### config.mk
export PLATFORM = sky130hd
export DESIGN_NAME = smma_fifo
export DESIGN_NICKNAME = d
export VERILOG_FILES = /design/src/sv/signed_magnitude_moving_average_core_macros.svh /design/src/sv/smma_fifo.sv
export SDC_FILE = /design/constraint.sdc
export NUM_CORES = 1
export LEC_CHECK = 0
export BUFFER_PORTS_ARGS = -buffer_cell sky130_fd_sc_hd__buf_4
export CORE_UTILIZATION = 48
export CTS_CLUSTER_DIAMETER = 80
export CTS_CLUSTER_SIZE = 12
export DETAILED_ROUTE_END_ITERATION = 7
export GPL_TIMING_DRIVEN = 0
export PLACE_DENSITY = 0.83
export SYNTH_ARGS = -nofsm -noshare
export SYNTH_HDL_FRONTEND = slang
export SYNTH_SLANG_ARGS = --single-unit
export TNS_END_PERCENT = 5
### constraint.sdc
create_clock -name clk -period 1.3 [get_ports clk]
set_input_delay 0.195 -clock clk [delete_from_list [all_inputs] [get_ports clk]]
set_output_delay 0.195 -clock clk [all_outputs]
set_load 0.05 [all_outputs]
### src/sv/signed_magnitude_moving_average_core_macros.svh
// ----------------------------------------------------------------------------
// Assertion macros for the signed magnitude moving average core
// Clocked on clk, disabled while rst_n is low.
// ----------------------------------------------------------------------------
`ifndef SIGNED_MAGNITUDE_MOVING_AVERAGE_CORE_MACROS_SVH
`define SIGNED_MAGNITUDE_MOVING_AVERAGE_CORE_MACROS_SVH

// same-cycle implication
`define SMMA_ASSERT_IMPLY(lbl, ante, cons, msg) \
  lbl: assert property (@(posedge clk) disable iff (!rst_n) (ante) |-> (cons)) \
    else $error(msg);

// next-cycle implication
`define SMMA_ASSERT_NEXT(lbl, ante, cons, msg) \
  lbl: assert property (@(posedge clk) disable iff (!rst_n) (ante) |=> (cons)) \
    else $error(msg);

`endif

### src/sv/smma_fifo.sv
`timescale 1ns / 1ps
// ----------------------------------------------------------------------------
// smma_fifo
// Short show-ahead job queue between the front and back sections.
// ----------------------------------------------------------------------------
module smma_fifo #(
  parameter int WIDTH = 8,
  parameter int DEPTH = 2
) (
  input  logic             clk,
  input  logic             rst_n,
  input  logic             push,
  input  logic [WIDTH-1:0] din,
  input  logic             pop,
  output logic [WIDTH-1:0] dout,
  output logic             full,
  output logic             empty
);

  localparam int AW = (DEPTH > 1) ? $clog2(DEPTH) : 1;
  localparam int CW = $clog2(DEPTH + 1);
  localparam logic [AW-1:0] PTR_LAST = AW'(DEPTH - 1);
  localparam logic [CW-1:0] CNT_FULL = CW'(DEPTH);

  logic [WIDTH-1:0] mem_r [DEPTH];
  logic [AW-1:0]    wr_r, wr_nxt;
  logic [AW-1:0]    rd_r, rd_nxt;
  logic [CW-1:0]    cnt_r, cnt_nxt;

  assign full  = (cnt_r == CNT_FULL);
  assign empty = (cnt_r == '0);
  assign dout  = mem_r[rd_r];

  always_comb begin
    wr_nxt  = wr_r;
    rd_nxt  = rd_r;
    cnt_nxt = cnt_r;
    if (push) begin
      wr_nxt = (wr_r == PTR_LAST) ? '0 : wr_r + 1'b1;
    end
    if (pop) begin
      rd_nxt = (rd_r == PTR_LAST) ? '0 : rd_r + 1'b1;
    end
    if (push && !pop) begin
      cnt_nxt = cnt_r + 1'b1;
    end else if (pop && !push) begin
      cnt_nxt = cnt_r - 1'b1;
    end
  end

  always_ff @(posedge clk) begin
    if (!rst_n) begin
      wr_r  <= '0;
      rd_r  <= '0;
      cnt_r <= '0;
    end else begin
      wr_r  <= wr_nxt;
      rd_r  <= rd_nxt;
      cnt_r <= cnt_nxt;
    end
  end

  always_ff @(posedge clk) begin
    if (push) begin
      mem_r[wr_r] <= din;
    end
  end

endmodule

* Yosys cells after proc, flatten, opt, wreduce, memory -nomap -nowiden *
Memory sizes are Yosys's and may differ from the RTL's. A register that Yosys moved wholly into a read port is not among the register bits.
Index checks and enable logic that the tools add are counted.

storage, ports and cells
  bits in registers = 4
  RAM bits = 16
  input bits = 12
  word-level logic and storage cells = 23
  memories kept = 1

memory list
  name   words  bits a word  rd ports  clocked after memory_dff  write ports  RTL line         text
  mem_r  2      8            1         1                         1            smma_fifo.sv:25  logic [WIDTH-1:0] mem_r [DEPTH];

cells by class
  $add $sub $neg = 4
  equality and inequality tests = 1
  mux-type cells = 8
  reductions and logical operators = 6

operator list
  operator                                                            count
  1-bit 2-to-1 mux                                                    6
  2-bit 2-to-1 mux                                                    2
  1-bit adder, second input constant                                  2
  2-bit by 1-bit adder with 2-bit output, second input constant       1
  2-bit equality test, second input constant                          1
  1-bit logical AND                                                   2
  1-bit zero test                                                     2
  2-bit zero test                                                     1
  2-bit nonzero test                                                  1
  2-bit by 1-bit subtractor with 2-bit output, second input constant  1

* Depth between registers and ports, before layout *
  depth after elaboration = 4
  gate-level depth with buffers = 5

* Worst setup path after synthesis *
No wires, ideal clock.

  path type = register to output
  start point = reg cnt_r[0]
  end point = out empty
  arrival time = 0.991 ns
  data required time = 1.105 ns
  setup slack = 0.114 ns
  cell stages (with the launch flop) = 2
  path buffers = 0
  cell sequence = dfxtp_1 nor2_1

on the way
  longest elaborated chain between the ends = 1

ends and longest elaborated chain
  what                    RTL line         text
  start, declared         smma_fifo.sv:28  logic [CW-1:0] cnt_r, cnt_nxt;
  start signal, assigned  smma_fifo.sv:59  cnt_r <= cnt_nxt;
  2-bit zero test         smma_fifo.sv:31  assign empty = (cnt_r == '0);
  end, declared           smma_fifo.sv:17  output logic empty

No other way between the ends.

==> impl_summary.log <==
INFO  metric clock_latency = 0.28 ns
INFO  metric synthMostInstantiatedCell = sky130_fd_sc_hd__edfxtp_1
INFO  metric number_of_buffers_added_to_fix_hold_violations_after_cts = 0
INFO  metric maxSlewHeadroom = 0.708
INFO  metric via_count = 426
INFO  metric cts_inserted_buffers = 3
INFO  metric synth_nets = 60
INFO  metric ys_dominant_reg_cell = sky130_fd_sc_hd__edfxtp_1
INFO  metric floorplan.core_area = 1520 um2
INFO  metric criticalPathCategory = reg -> out
INFO  metric placed_wire_length_estimate = 866 um
INFO  metric clkTransAtPathRegs = 0.11 ns
INFO  metric p_leak = 0.455 nW
INFO  metric yosys-mux-area-fraction = 0.113
INFO  metric synth_area_in_adders = 0.0157
INFO  metric timing.critical_path.mode_cell = sky130_fd_sc_hd__buf_8
INFO  metric route.antenna.remaining_nets = 0
INFO  metric final-hold-violation-count = 0
INFO  metric power.sequential.fraction = 0.534
INFO  metric pin_count_of_the_biggest_net_entering_global_routing = 12
INFO  metric yosys_top_cell_area_share = 0.605
INFO  metric post_synth_most_frequent_cells = sky130_fd_sc_hd__edfxtp_1, sky130_fd_sc_hd__mux2_2, sky130_fd_sc_hd__dfxtp_1, sky130_fd_sc_hd__and2_1
INFO  metric worst_ep_arrival_time = 1.24 ns
INFO  metric internal_power = 0.00107 W
INFO  metric floorplan.initialDensity = 0.521
INFO  metric cts_root_buf = sky130_fd_sc_hd__clkbuf_4
INFO  metric critical_path_peak_fanout = 8
INFO  metric grt_antenna_before_repair = 0
INFO  metric cp-end-kind = primary output
INFO  metric area_fraction_in_compound_gates_after_synthesis = 0.0252
INFO  metric violations = setup timing
INFO  metric share_comb_of_total_power = 0.269
INFO  metric drt-vias-per-instance = 4.84
INFO  metric fmax = 697 MHz
INFO  metric number_of_drc_markers_after_the_initial_detailed_route_iteration = 1
INFO  metric ys_seq_elements = 21
INFO  metric placement.io_buffers = 21
INFO  metric routed_wl = 1.21 mm
INFO  metric post_synth_xor_area_fraction = 0.0331
INFO  metric grt_usage = 0.149
INFO  metric power.share.switching = 0.276
INFO  metric drv_cap = 0
INFO  metric yosys.area_share.simple = 0.0709
INFO  metric cpMaxStageDelayCell = sky130_fd_sc_hd__dfxtp_2
INFO  metric syn_inst = 47
INFO  metric largest_family_of_logic_cells_by_synthesized_area = multiplexers
INFO  metric clock_tree.htree_level_count = 1
INFO  metric synth_edf_count = 16
INFO  metric syn_avg_cell_area = 16.9 um2
INFO  metric fin_crit_sh = 1.10
INFO  metric place_congestion = 0.632
INFO  metric grt_pass1_wl = 1.95 mm
INFO  metric aggregate_negative_setup_slack = -1.05 ns
INFO  metric die_area = 1820 um2
INFO  metric netlist_top_cells_area = sky130_fd_sc_hd__edfxtp_1, sky130_fd_sc_hd__dfxtp_1, sky130_fd_sc_hd__mux2_2
INFO  metric route.detailed.drc = 0
INFO  metric cts_post_setup_buffers_inserted = 0
INFO  metric async_reset_ff_frac = 0
INFO  metric finish.utilization = 0.726
INFO  metric drive_gt1_frac = 0.514
INFO  metric dp_worst_setup_slack = 0.00236 ns
INFO  metric synth_sequential_area_ratio = 0.731
INFO  metric netlist_area = 795 um2
INFO  metric cp.required = 1.11 ns
INFO  metric post-route-min-period = 1.43 ns
INFO  metric result_of_the_run = finished with violations
INFO  metric std_cell_rows = 14
INFO  metric finalSetupViolations = 8
INFO  metric ys.warnings.count = 0
INFO  metric clock-skew-final = 0.00211 ns
INFO  metric drt_pass1_iterations = 2
INFO  metric power.share.clock = 0.197
INFO  metric post_synth_num_cell_types = 16
INFO  metric fp.dieW = 42.7 um
INFO  metric start_kind = flop
INFO  metric min-delay-path-class = in -> reg
INFO  metric unrepaired_setup_endpoints_after_global_routing = yes
INFO  metric layout.nets = 86
INFO  metric synth_area_leader_cell = sky130_fd_sc_hd__edfxtp_1
INFO  metric grt-ovfl-total = 0
INFO  metric worst_stage_delay_on_the_critical_path = 0.35 ns
INFO  metric worstPathCellList = buf_8 -> mux2_4 -> buf_8
INFO  metric syn2layout_area_growth = 39.2%
INFO  metric tritoncts = built
INFO  metric tightest_slew = 0.437 ns
INFO  metric clk_buf_depth = 2
INFO  metric worst_ir_drop_vdd = 1020 uV
INFO  metric power.switching = 0.000409 W
INFO  metric chipHeight = 42.7 um
INFO  metric route.detailed.wl_per_inst = 13.7 um
INFO  metric slew_viol_final = 0
INFO  metric design.portCount = 22
INFO  metric finalWorstSetupSlack = -0.134 ns
INFO  metric first_global_vias = 460
INFO  metric cts.sink_count = 21
INFO  metric number_of_antenna_diodes = 0
INFO  metric power_density = 1340 nW/um2
-- sequential cells by signal, indices dropped and copies added, names as in the netlist, named ones only --
| signal | count |
|---|---|
| mem_r | 16 |
| cnt_r | 2 |
| rd_r | 1 |
| wr_r | 1 |
-- layout by cell type (no fill, tap or decap) --
cell                        n
sky130_fd_sc_hd__buf_8      9
sky130_fd_sc_hd__edfxtp_1  16
sky130_fd_sc_hd__xnor2_1    1
sky130_fd_sc_hd__dfxtp_4    1
sky130_fd_sc_hd__mux2_4     8
sky130_fd_sc_hd__and2b_2    1
sky130_fd_sc_hd__ha_1       1
sky130_fd_sc_hd__nor2_1     1
sky130_fd_sc_hd__o21a_1     1
sky130_fd_sc_hd__nor2b_2    1
sky130_fd_sc_hd__dfxtp_1    3
sky130_fd_sc_hd__clkbuf_1   1
sky130_fd_sc_hd__and2_1     4
sky130_fd_sc_hd__o21ai_0    1
sky130_fd_sc_hd__or3_1      1
sky130_fd_sc_hd__clkbuf_4   3
sky130_fd_sc_hd__buf_4     13
sky130_fd_sc_hd__xor2_1     2
sky130_fd_sc_hd__inv_1      1
sky130_fd_sc_hd__dfxtp_2    1
sky130_fd_sc_hd__a21boi_1   1
sky130_fd_sc_hd__nor2b_1    1
-- critical path, delay by kind of cell (launching register included) --
family	cells	cell delay (ns)
buf+inv	2	0.29
flops	1	0.35
mux	1	0.32
-- per-layer routing --
layer  routed length (um)  GRT usage  share of wire
met5                    0          0              0
met2                  647      0.264           0.54
met4                   11     0.0375         0.0091
met1                  498      0.176           0.41
met3                   51     0.0426          0.042
-- final cells by class --
type | instances | area (um2)
Sequential cell | 21 | 586
Timing Repair Buffer | 21 | 218
Clock buffer | 4 | 26.3
Multi-Input combinational cell | 24 | 238
Buffer | 1 | 15.0
Tap cell | 16 | 20.0
Fill cell | 95 | 418
Inverter | 1 | 3.75
-- cell families (layout without fill, tap and decap cells) --
| group | count (synthesis) | after routing |
|---|---|---|
| AOI/OAI and AO/OA | 3 | 3 |
| buffers and inverters | 2 | 27 |
| and+or+nand+nor | 9 | 9 |
| muxes | 8 | 8 |
| xor gates and xnor gates | 3 | 3 |
| adders and majority gates | 1 | 1 |
| DFF | 21 | 21 |
-- path summary, 6_finish.rpt --
kind	endpoint	slack, ns	startpoint	cells past startpoint
max	dout[0]	-0.13	flop	3
min	mem_r[1][7]	0.09	din[7]	1
max reg2reg	mem_r[1][7]	0.23	wr_r	1
min reg2reg	cnt_r[1]	0.52	cnt_r[1]	2
-- timing repair --
action                                  CTS  global route
gates resized for setup                  29             2
hold endpoints to repair                  0             0
endpoints found under the setup margin    9            18
-- stage by stage --
| stage | instance area, um2 | hold slack [ns] | instances | power [W] |
|---|---|---|---|---|
| 6_report | 1110 | 0.0918 | 88 | 0.00148 |
| 5_1_grt | 1110 | 0.0712 | 88 | 0.00154 |
| 4_1_cts | 1100 | 0.0855 | 88 | 0.00149 |
| 3_5_place_dp | 972 | 0.386 | 84 | 0.00113 |
| 3_3_place_gp | 972 | 0.380 | 84 | 0.00112 |
| 2_1_floorplan | 795 | 0.294 | 47 | 0.00103 |
-- power groups by stage --
stage	combinational [W]	sequential, W	clock, W
4_1_cts	0.000400	0.000791	0.000300
5_1_grt	0.000418	0.000797	0.000328
2_1_floorplan	0.000230	0.000797	0
6_report	0.000398	0.000791	0.000292
3_5_place_dp	0.000328	0.000802	0
3_3_place_gp	0.000323	0.000799	0
Note: power is estimated with default switching activity, not from simulation.
