<file path="src/sv/signed_magnitude_moving_average_core_macros.svh">
// ----------------------------------------------------------------------------
// Assertion macros for the signed magnitude moving average core
// Clocked on clk, disabled while rst_n is low.
// ----------------------------------------------------------------------------
`ifndef SIGNED_MAGNITUDE_MOVING_AVERAGE_CORE_MACROS_SVH
`define SIGNED_MAGNITUDE_MOVING_AVERAGE_CORE_MACROS_SVH

// same-cycle implication
`define SMMA_ASSERT_IMPLY(lbl, ante, cons, msg) \
  lbl: assert property (@(posedge clk) disable iff (!rst_n) (ante) |-> (cons)) \
    else $error(msg);

// next-cycle implication
`define SMMA_ASSERT_NEXT(lbl, ante, cons, msg) \
  lbl: assert property (@(posedge clk) disable iff (!rst_n) (ante) |=> (cons)) \
    else $error(msg);

`endif

</file>
<file path="src/sv/smma_pkg.sv">
`timescale 1ns / 1ps
// ----------------------------------------------------------------------------
// smma_pkg
// Shared types and constants of the signed magnitude moving average core.
// ----------------------------------------------------------------------------
package smma_pkg;

  localparam int RING_DEPTH_DEF  = 1024;
  localparam int SAMPLE_BITS_DEF = 24;
  localparam int SUM_EXTRA       = 10;
  localparam int HW_W            = 9;
  localparam int CNT_W           = 11;
  localparam int QUEUE_DEPTH     = 2;
  localparam int CFG_AW          = 3;
  localparam int CFG_DW          = 32;

  localparam logic [HW_W-1:0]   HW_RESET = 9'd500;
  localparam logic [CNT_W-1:0]  CNT_MAX  = '1;
  localparam logic [CFG_AW-3:0] REG_HALF_WINDOW = '0;

  typedef enum logic {
    OP_SAMPLE = 1'b0,
    OP_FLUSH  = 1'b1
  } op_t;

  typedef enum logic [1:0] {
    FE_IDLE,
    FE_EVAL,
    FE_BACK,
    FE_SIGN
  } fe_state_t;

  typedef enum logic [1:0] {
    BK_IDLE,
    BK_DIV,
    BK_DONE
  } bk_state_t;

  typedef struct packed {
    logic neg;
    logic last;
  } job_ctrl_t;

  typedef struct packed {
    logic idle;
    logic drained;
  } front_stat_t;

endpackage

</file>
<file path="src/sv/smma_back.sv">
`timescale 1ns / 1ps
// ----------------------------------------------------------------------------
// smma_back
// Bit-serial restoring divide of the window sum by twice the window count,
// saturation, sign restore and the registered result stage.
// ----------------------------------------------------------------------------
module smma_back #(
  parameter int SAMPLE_BITS = smma_pkg::SAMPLE_BITS_DEF
) (
  input  logic                                      clk,
  input  logic                                      rst_n,
  input  logic                                      empty,
  output logic                                      pop,
  input  logic [SAMPLE_BITS+smma_pkg::SUM_EXTRA-1:0] job_sum,
  input  logic [smma_pkg::CNT_W-1:0]                job_count,
  input  smma_pkg::job_ctrl_t                       job_ctrl,
  output logic                                      out_valid,
  input  logic                                      out_ready,
  output logic [SAMPLE_BITS-1:0]                    out_value,
  output logic                                      out_last
);
  import smma_pkg::*;

  localparam int SUM_W  = SAMPLE_BITS + SUM_EXTRA;
  localparam int DIV_W  = CNT_W + 1;
  localparam int STEP_W = $clog2(SUM_W);
  localparam logic [STEP_W-1:0]      STEP_LAST = STEP_W'(SUM_W - 1);
  localparam logic [SAMPLE_BITS-1:0] LIMIT     = {1'b0, {(SAMPLE_BITS - 1){1'b1}}};

  bk_state_t         st_r, st_nxt;
  logic [DIV_W-1:0]  rem_r, rem_nxt;
  logic [SUM_W-1:0]  quo_r, quo_nxt;
  logic [DIV_W-1:0]  div_r, div_nxt;
  logic [STEP_W-1:0] cnt_r, cnt_nxt;
  logic              zero_r, zero_nxt;
  logic              neg_r, neg_nxt;
  logic              last_r, last_nxt;
  logic              ov_r, ov_nxt;
  logic [SAMPLE_BITS-1:0] val_r, val_nxt;
  logic              lst_r, lst_nxt;

  logic [DIV_W:0]    trial;
  logic              ge, over, load;
  logic [SAMPLE_BITS-1:0] q_mag;

  always_comb begin
    trial = {rem_r, quo_r[SUM_W-1]};
    ge    = (trial >= {1'b0, div_r});
    over  = |quo_r[SUM_W-1:SAMPLE_BITS-1];
    q_mag = zero_r ? '0 : (over ? LIMIT : quo_r[SAMPLE_BITS-1:0]);
  end

  always_comb begin
    st_nxt = st_r;
    unique case (st_r)
      BK_IDLE: begin
        if (!empty) begin
          st_nxt = BK_DIV;
        end
      end
      BK_DIV: begin
        if (cnt_r == STEP_LAST) begin
          st_nxt = BK_DONE;
        end
      end
      BK_DONE: begin
        if (!ov_r || out_ready) begin
          st_nxt = BK_IDLE;
        end
      end
      default: st_nxt = BK_IDLE;
    endcase
  end

  always_comb begin
    pop  = (st_r == BK_IDLE) && !empty;
    load = (st_r == BK_DONE) && (!ov_r || out_ready);
  end

  always_comb begin
    rem_nxt  = rem_r;
    quo_nxt  = quo_r;
    div_nxt  = div_r;
    cnt_nxt  = cnt_r;
    zero_nxt = zero_r;
    neg_nxt  = neg_r;
    last_nxt = last_r;
    val_nxt  = val_r;
    lst_nxt  = lst_r;
    ov_nxt   = ov_r;
    if (pop) begin
      rem_nxt  = '0;
      quo_nxt  = job_sum;
      div_nxt  = {job_count, 1'b0};
      zero_nxt = (job_count == '0);
      neg_nxt  = job_ctrl.neg;
      last_nxt = job_ctrl.last;
      cnt_nxt  = '0;
    end else if (st_r == BK_DIV) begin
      rem_nxt = ge ? DIV_W'(trial - {1'b0, div_r}) : trial[DIV_W-1:0];
      quo_nxt = {quo_r[SUM_W-2:0], ge};
      cnt_nxt = cnt_r + 1'b1;
    end
    if (load) begin
      ov_nxt  = 1'b1;
      val_nxt = neg_r ? (~q_mag + 1'b1) : q_mag;
      lst_nxt = last_r;
    end else if (out_ready) begin
      ov_nxt = 1'b0;
    end
  end

  always_ff @(posedge clk) begin
    if (!rst_n) begin
      st_r <= BK_IDLE;
      ov_r <= 1'b0;
    end else begin
      st_r <= st_nxt;
      ov_r <= ov_nxt;
    end
  end

  always_ff @(posedge clk) begin
    rem_r  <= rem_nxt;
    quo_r  <= quo_nxt;
    div_r  <= div_nxt;
    cnt_r  <= cnt_nxt;
    zero_r <= zero_nxt;
    neg_r  <= neg_nxt;
    last_r <= last_nxt;
    val_r  <= val_nxt;
    lst_r  <= lst_nxt;
  end

  assign out_valid = ov_r;
  assign out_value = val_r;
  assign out_last  = lst_r;

endmodule

</file>
<file path="config.mk">
export PLATFORM = sky130hd
export DESIGN_NAME = smma_back
export DESIGN_NICKNAME = d
export VERILOG_FILES = /design/src/sv/signed_magnitude_moving_average_core_macros.svh /design/src/sv/smma_pkg.sv /design/src/sv/smma_back.sv
export SDC_FILE = /design/constraint.sdc
export NUM_CORES = 1
export LEC_CHECK = 0
export BUFFER_PORTS_ARGS = -buffer_cell sky130_fd_sc_hd__buf_4
export CORE_ASPECT_RATIO = 1.25
export CORE_MARGIN = 2
export CORE_UTILIZATION = 35
export CTS_CLUSTER_SIZE = 25
export DETAILED_ROUTE_END_ITERATION = 8
export GPL_TIMING_DRIVEN = 0
export HOLD_SLACK_MARGIN = 0.15
export PLACE_DENSITY_LB_ADDON = 0.25
export SYNTH_ARGS = -nofsm -noshare
export SYNTH_HDL_FRONTEND = slang
export SYNTH_SLANG_ARGS = --single-unit
</file>
<file path="constraint.sdc">
create_clock -name clk -period 4.01 [get_ports clk]
set_clock_uncertainty 0.05 [all_clocks]
set_input_delay 0.6015 -clock clk [delete_from_list [all_inputs] [get_ports clk]]
set_output_delay 0.6015 -clock clk [all_outputs]
set_load 0.005 [all_outputs]
</file>
Yosys cells after proc, flatten, opt, wreduce, memory -nomap -nowiden
Cells that the tools add are included.
{ "op_classes": {"add_sub_neg": 3, "n_lt_le_gt_ge": 1, "n_eq_ne": 6, "n_mux": 12, "bitwise": 1, "n_reduce_logical": 11} }
{ "ops": {"columns": ["cell", "n"], "rows": [
  ["$mux W24", 3],
  ["$mux W34", 2],
  ["$add A24 B1 Y24 const B", 1],
  ["$not A24 Y24", 1],
  ["$ge A13 B12 Y1", 1],
  ["$mux W12", 1],
  ["$sub A12 B12 Y12", 1],
  ["$logic_not A11 Y1", 1],
  ["$reduce_or A11 Y1", 1],
  ["$add A6 B1 Y6 const B", 1],
  ["$eq A6 B6 Y1 const B", 1],
  ["$mux W2", 3],
  ["$ne A2 B2 Y1 const B", 3],
  ["$pmux W2 S3", 1],
  ["$reduce_bool A2 Y1", 2],
  ["$reduce_and A3 Y1", 1],
  ["$eq A2 B1 Y1 const B", 1],
  ["$eq A2 B2 Y1 const B", 1],
  ["$logic_and A1 B1 Y1", 2],
  ["$logic_not A1 Y1", 2],
  ["$logic_not A2 Y1", 1],
  ["$mux W1", 2],
  ["$logic_or A1 B1 Y1", 1]
]} }
{ "word_totals": {"register_bits": 94, "input_bits": 51, "output_inout_bits": 27, "wordCells": 45} }

Logic depth before layout (Yosys ltp)
{ "depth": {"word_depth": 6, "ltp_mapped": 12, "ltp_nobuf": 10} }

Worst setup path after synthesis
Ideal clock, no wire load.
{ "synth_path": {"path_type": "register -> register", "startpoint": "reg quo_r[33]", "endpoint": "reg val_r[20], in the netlist out_value[20] (data pin)", "setup_ps": 269, "arrival_time_ps": 2373, "t_required_ps": 3691, "path_slack_ps": 1319, "stages_incl_launch_ff": 13, "path_buffers": 2, "synth_period_minus_slack_ps": 2691, "cell_sequence": "edfxtp_1 -> nor4_4 -> nand3_1 -> buf_2 -> buf_1 -> nor2_1 -> or2_2 -> ha_1 -> nand2_1 -> o311ai_0 -> o21ai_0 -> a311oi_1 -> o21ai_0"} }
{ "synth_between": {"elab_chain_cells": 6} }
{ "synth_lines": {"columns": ["element", "line_no", "text"], "rows": [
  ["from (decl)", "smma_back.sv:32", "logic [SUM_W-1:0] quo_r, quo_nxt;"],
  ["from (signal assigned)", "smma_back.sv:125", "quo_r <= quo_nxt;"],
  ["$reduce_or A11 Y1 *", "smma_back.sv:49", "over = |quo_r[SUM_W-1:SAMPLE_BITS-1];"],
  ["$mux W24 * (2 in series)", "smma_back.sv:50", "q_mag = zero_r ? '0 : (over ? LIMIT : quo_r[SAMPLE_BITS-1:0]);"],
  ["$not A24 Y24", "smma_back.sv:106", "val_nxt = neg_r ? (~q_mag + 1'b1) : q_mag;"],
  ["$add A24 B1 Y24", "smma_back.sv:106", null],
  ["$mux W24 *", "smma_back.sv:106", null],
  ["to (signal assigned)", "smma_back.sv:131", "val_r <= val_nxt;"],
  ["to (decl)", "smma_back.sv:39", "logic [SAMPLE_BITS-1:0] val_r, val_nxt;"]
]} }
Mark *: on every way between the ends. The rest lies on a longest branch, timed or not.
A chain may end at the register's enable or synchronous reset.

Worst setup path in the final report
{ "layout_path": {"startpoint": "reg quo_r[25]", "endpoint": "reg val_r[20], in the netlist out_value[20] (data pin)"} }
Same word-level chain as after synthesis.

==> results.json <==
{
  "cts_buffers": 9,
  "die_width_um": 111,
  "drc_errors": 0,
  "yosys.area.top_type": "edfxtp_1",
  "core-area_sq_mm": 0.0138,
  "wire_per_inst_um": 15.1,
  "yosysTopAreaCellShare": 0.442,
  "overflow": 0,
  "synthTopCellsByArea": "edfxtp_1 44%, nand2_1 10%, dfxtp_1 8.5%",
  "wirelength_um": 11900,
  "p_seq_frac": 0.468,
  "cts.path.max_buffers": 2,
  "port_buffers": 77,
  "synth_edf_count": 73,
  "fmax_ghz": 0.292,
  "place_congestion": 0.944,
  "worstPathMaxFanout": 10,
  "cts_max_level": 3,
  "drv_slew": 0,
  "p_switching_uw": 881,
  "finalCritPeriodShare": 0.854,
  "end_kind": "flip-flop",
  "netlist_area_sq_mm": 0.00496,
  "hold_viol": 0,
  "setup_viol": 0,
  "hp-class": "flip-flop to flip-flop",
  "fin_ws_ns": 0.584,
  "layout.nets": 673,
  "syn_nets": 583,
  "cts_tree": "yes",
  "power.total_mw": 2.81,
  "fp.dieH_um": 137,
  "critPathArrivalTime_ns": 3.45,
  "hold-worst-slack_ns": 0.375,
  "outcome": "finished, final reports clean",
  "fin_crit_ns": 3.43,
  "seq_area_frac_synth": 0.526,
  "vias_per_cell": 5.08,
  "cts_hold_buf": 0,
  "yosys_warnings": 0,
  "grt_pass1_wl_um": 19700,
  "place_inst": 770,
  "syn_inst": 517,
  "instances_no_fill": 787,
  "startpoint_type": "flip-flop",
  "insertion_delay_ns": 0.34,
  "tightest_slew_ns": 1.23,
  "async_flop_share": 0,
  "p_int_mw": 1.93,
  "cts_root_buf": "clkbuf_16",
  "cp.required_ns": 4.04,
  "syn_to_final_growth_pct": 22.3,
  "clock-sinks": 94,
  "cts.clk_slew.worst_paths_ns": 0.06,
  "ir_drop_mv": 0.244,
  "ys.flop_type": "edfxtp_1",
  "fin_tns_setup_ns": 0,
  "grt_max_degree": 35,
  "place_area_sq_mm": 0.00578,
  "post_cts_buffers": 0,
  "drive_gt1_frac": 0.178,
  "dpl_worst_slack_ns": 0.628,
  "track_usage": 0.163,
  "vias": 3999,
  "final_cell_mix": "136 x nand2_1, 77 x buf_4, 73 x edfxtp_1, 53 x nor2_1, 35 x o21ai_0",
  "power.leakage_nw": 2.42,
  "synth-seq-cells": 94,
  "rows": 48,
  "regToRegSetupSlack_ns": 0.58,
  "ant_nets": 0,
  "slew_headroom": 0.181,
  "maxCapViolations": 0,
  "final_area_sq_mm": 0.00607,
  "grt_pass1_vias": 4053,
  "cts_resized": 0,
  "firstDrtPassIters": 6,
  "powerDensity_mw_per_mm2": 463,
  "final_core_util": 0.440,
  "layout_commonest_cell": "nand2_1",
  "clkPwrFrac": 0.276,
  "drtIter0Drc": 201,
  "rsz0062_at_grt": "no",
  "synth.avg_cell_area_sq_um": 9.60,
  "dpl.hpwl_um": 8880,
  "crit_type": "flip-flop to flip-flop",
  "start_util": 0.359,
  "ioPinCount": 78,
  "synth_cell_types": 59,
  "diodes": 0,
  "swShare": 0.313,
  "die-area_sq_mm": 0.0152,
  "power_frac_comb": 0.256,
  "antenna_found_initial": 0
}
[state kept, by name (all words and copies together), names as in the netlist]
signal	cells
neg_r	1
out_valid	1
div_r	11
rem_r	12
last_r	1
st_r	2
out_last	1
out_value	24
zero_r	1
quo_r	34
cnt_r	6
[critical path, cell delays in order (launching register included)]
cell and delay [ns]:
edfxtp_1 0.39, nor3_1 0.42, nand3_1 0.21, buf_2 0.24
buf_1 0.28, o21bai_1 0.25, ha_1 0.30, nand2_1 0.15
o311ai_0 0.36, o21ai_0 0.18, a311oi_1 0.23, o21ai_0 0.11
[cell usage after synthesis (2+ instances only)]
library cell / n
clkbuf_1: 15
a221oi_1: 4
and2_1: 4
xnor2_1: 13
nand2b_1: 6
a21o_1: 4
or4_1: 2
nand4_1: 3
or3_1: 5
buf_1: 3
ha_1: 14
nand4b_1: 2
dfxtp_1: 21
mux2i_1: 5
nor3_1: 8
nor3b_1: 4
o21ai_1: 3
or2_2: 2
nor4_4: 4
o21a_1: 3
edfxtp_1: 73
a21oi_1: 12
o21ai_0: 35
nand2_1: 136
xor2_1: 6
nor2b_1: 5
nand3_1: 11
o211ai_1: 4
a211oi_1: 5
o31ai_1: 2
inv_1: 19
nor2_1: 53
nor4_1: 5
[layout make-up]
| type | count | area, sq um |
|---|---|---|
| fill | 1376 | 7740 |
| sequential | 94 | 2610 |
| multi-input combinational | 383 | 2190 |
| timing repair buffer | 79 | 621 |
| clock buffer | 9 | 225 |
| tap | 175 | 219 |
| buffer | 20 | 83.8 |
| inverter | 20 | 75.1 |
| clock inverter | 7 | 41.3 |
[kinds of logic after synthesis]
kind of cell / synth area share
AOI/OAI and AO/OA: 0.110
xor gates and xnor gates: 0.0335
adders and majority gates: 0.0393
buffers and inverters: 0.0320
DFF: 0.526
muxes: 0.0124
and+or+nand+nor: 0.246
[per-layer routing]
layer | GRT usage | part of all wire
met1 | 0.184 | 0.41
met2 | 0.304 | 0.53
met3 | 0.0217 | 0.043
met4 | 0.0764 | 0.024
met5 | 0 | 0
[power by group through the flow]
stage | clock network (mW) | registers [mW] | logic (mW)
floorplan | 0 | 1.30 | 0.537
global placement | 0 | 1.33 | 0.692
detailed placement | 0 | 1.33 | 0.707
CTS | 0.796 | 1.31 | 0.711
global route | 0.840 | 1.33 | 0.812
finish | 0.776 | 1.31 | 0.720
[worst paths after layout]
| path | cells after the start | endpoint | startpoint |
|---|---|---|---|
| worst max-delay path | 11 | out_value[20] | quo_r[25] |
| worst min-delay path | 0 | out_last | last_r |
| worst min register to register | 0 | out_last | last_r |
| worst max register to register | 11 | out_value[20] | quo_r[25] |
(Power assumes the default switching activity.)
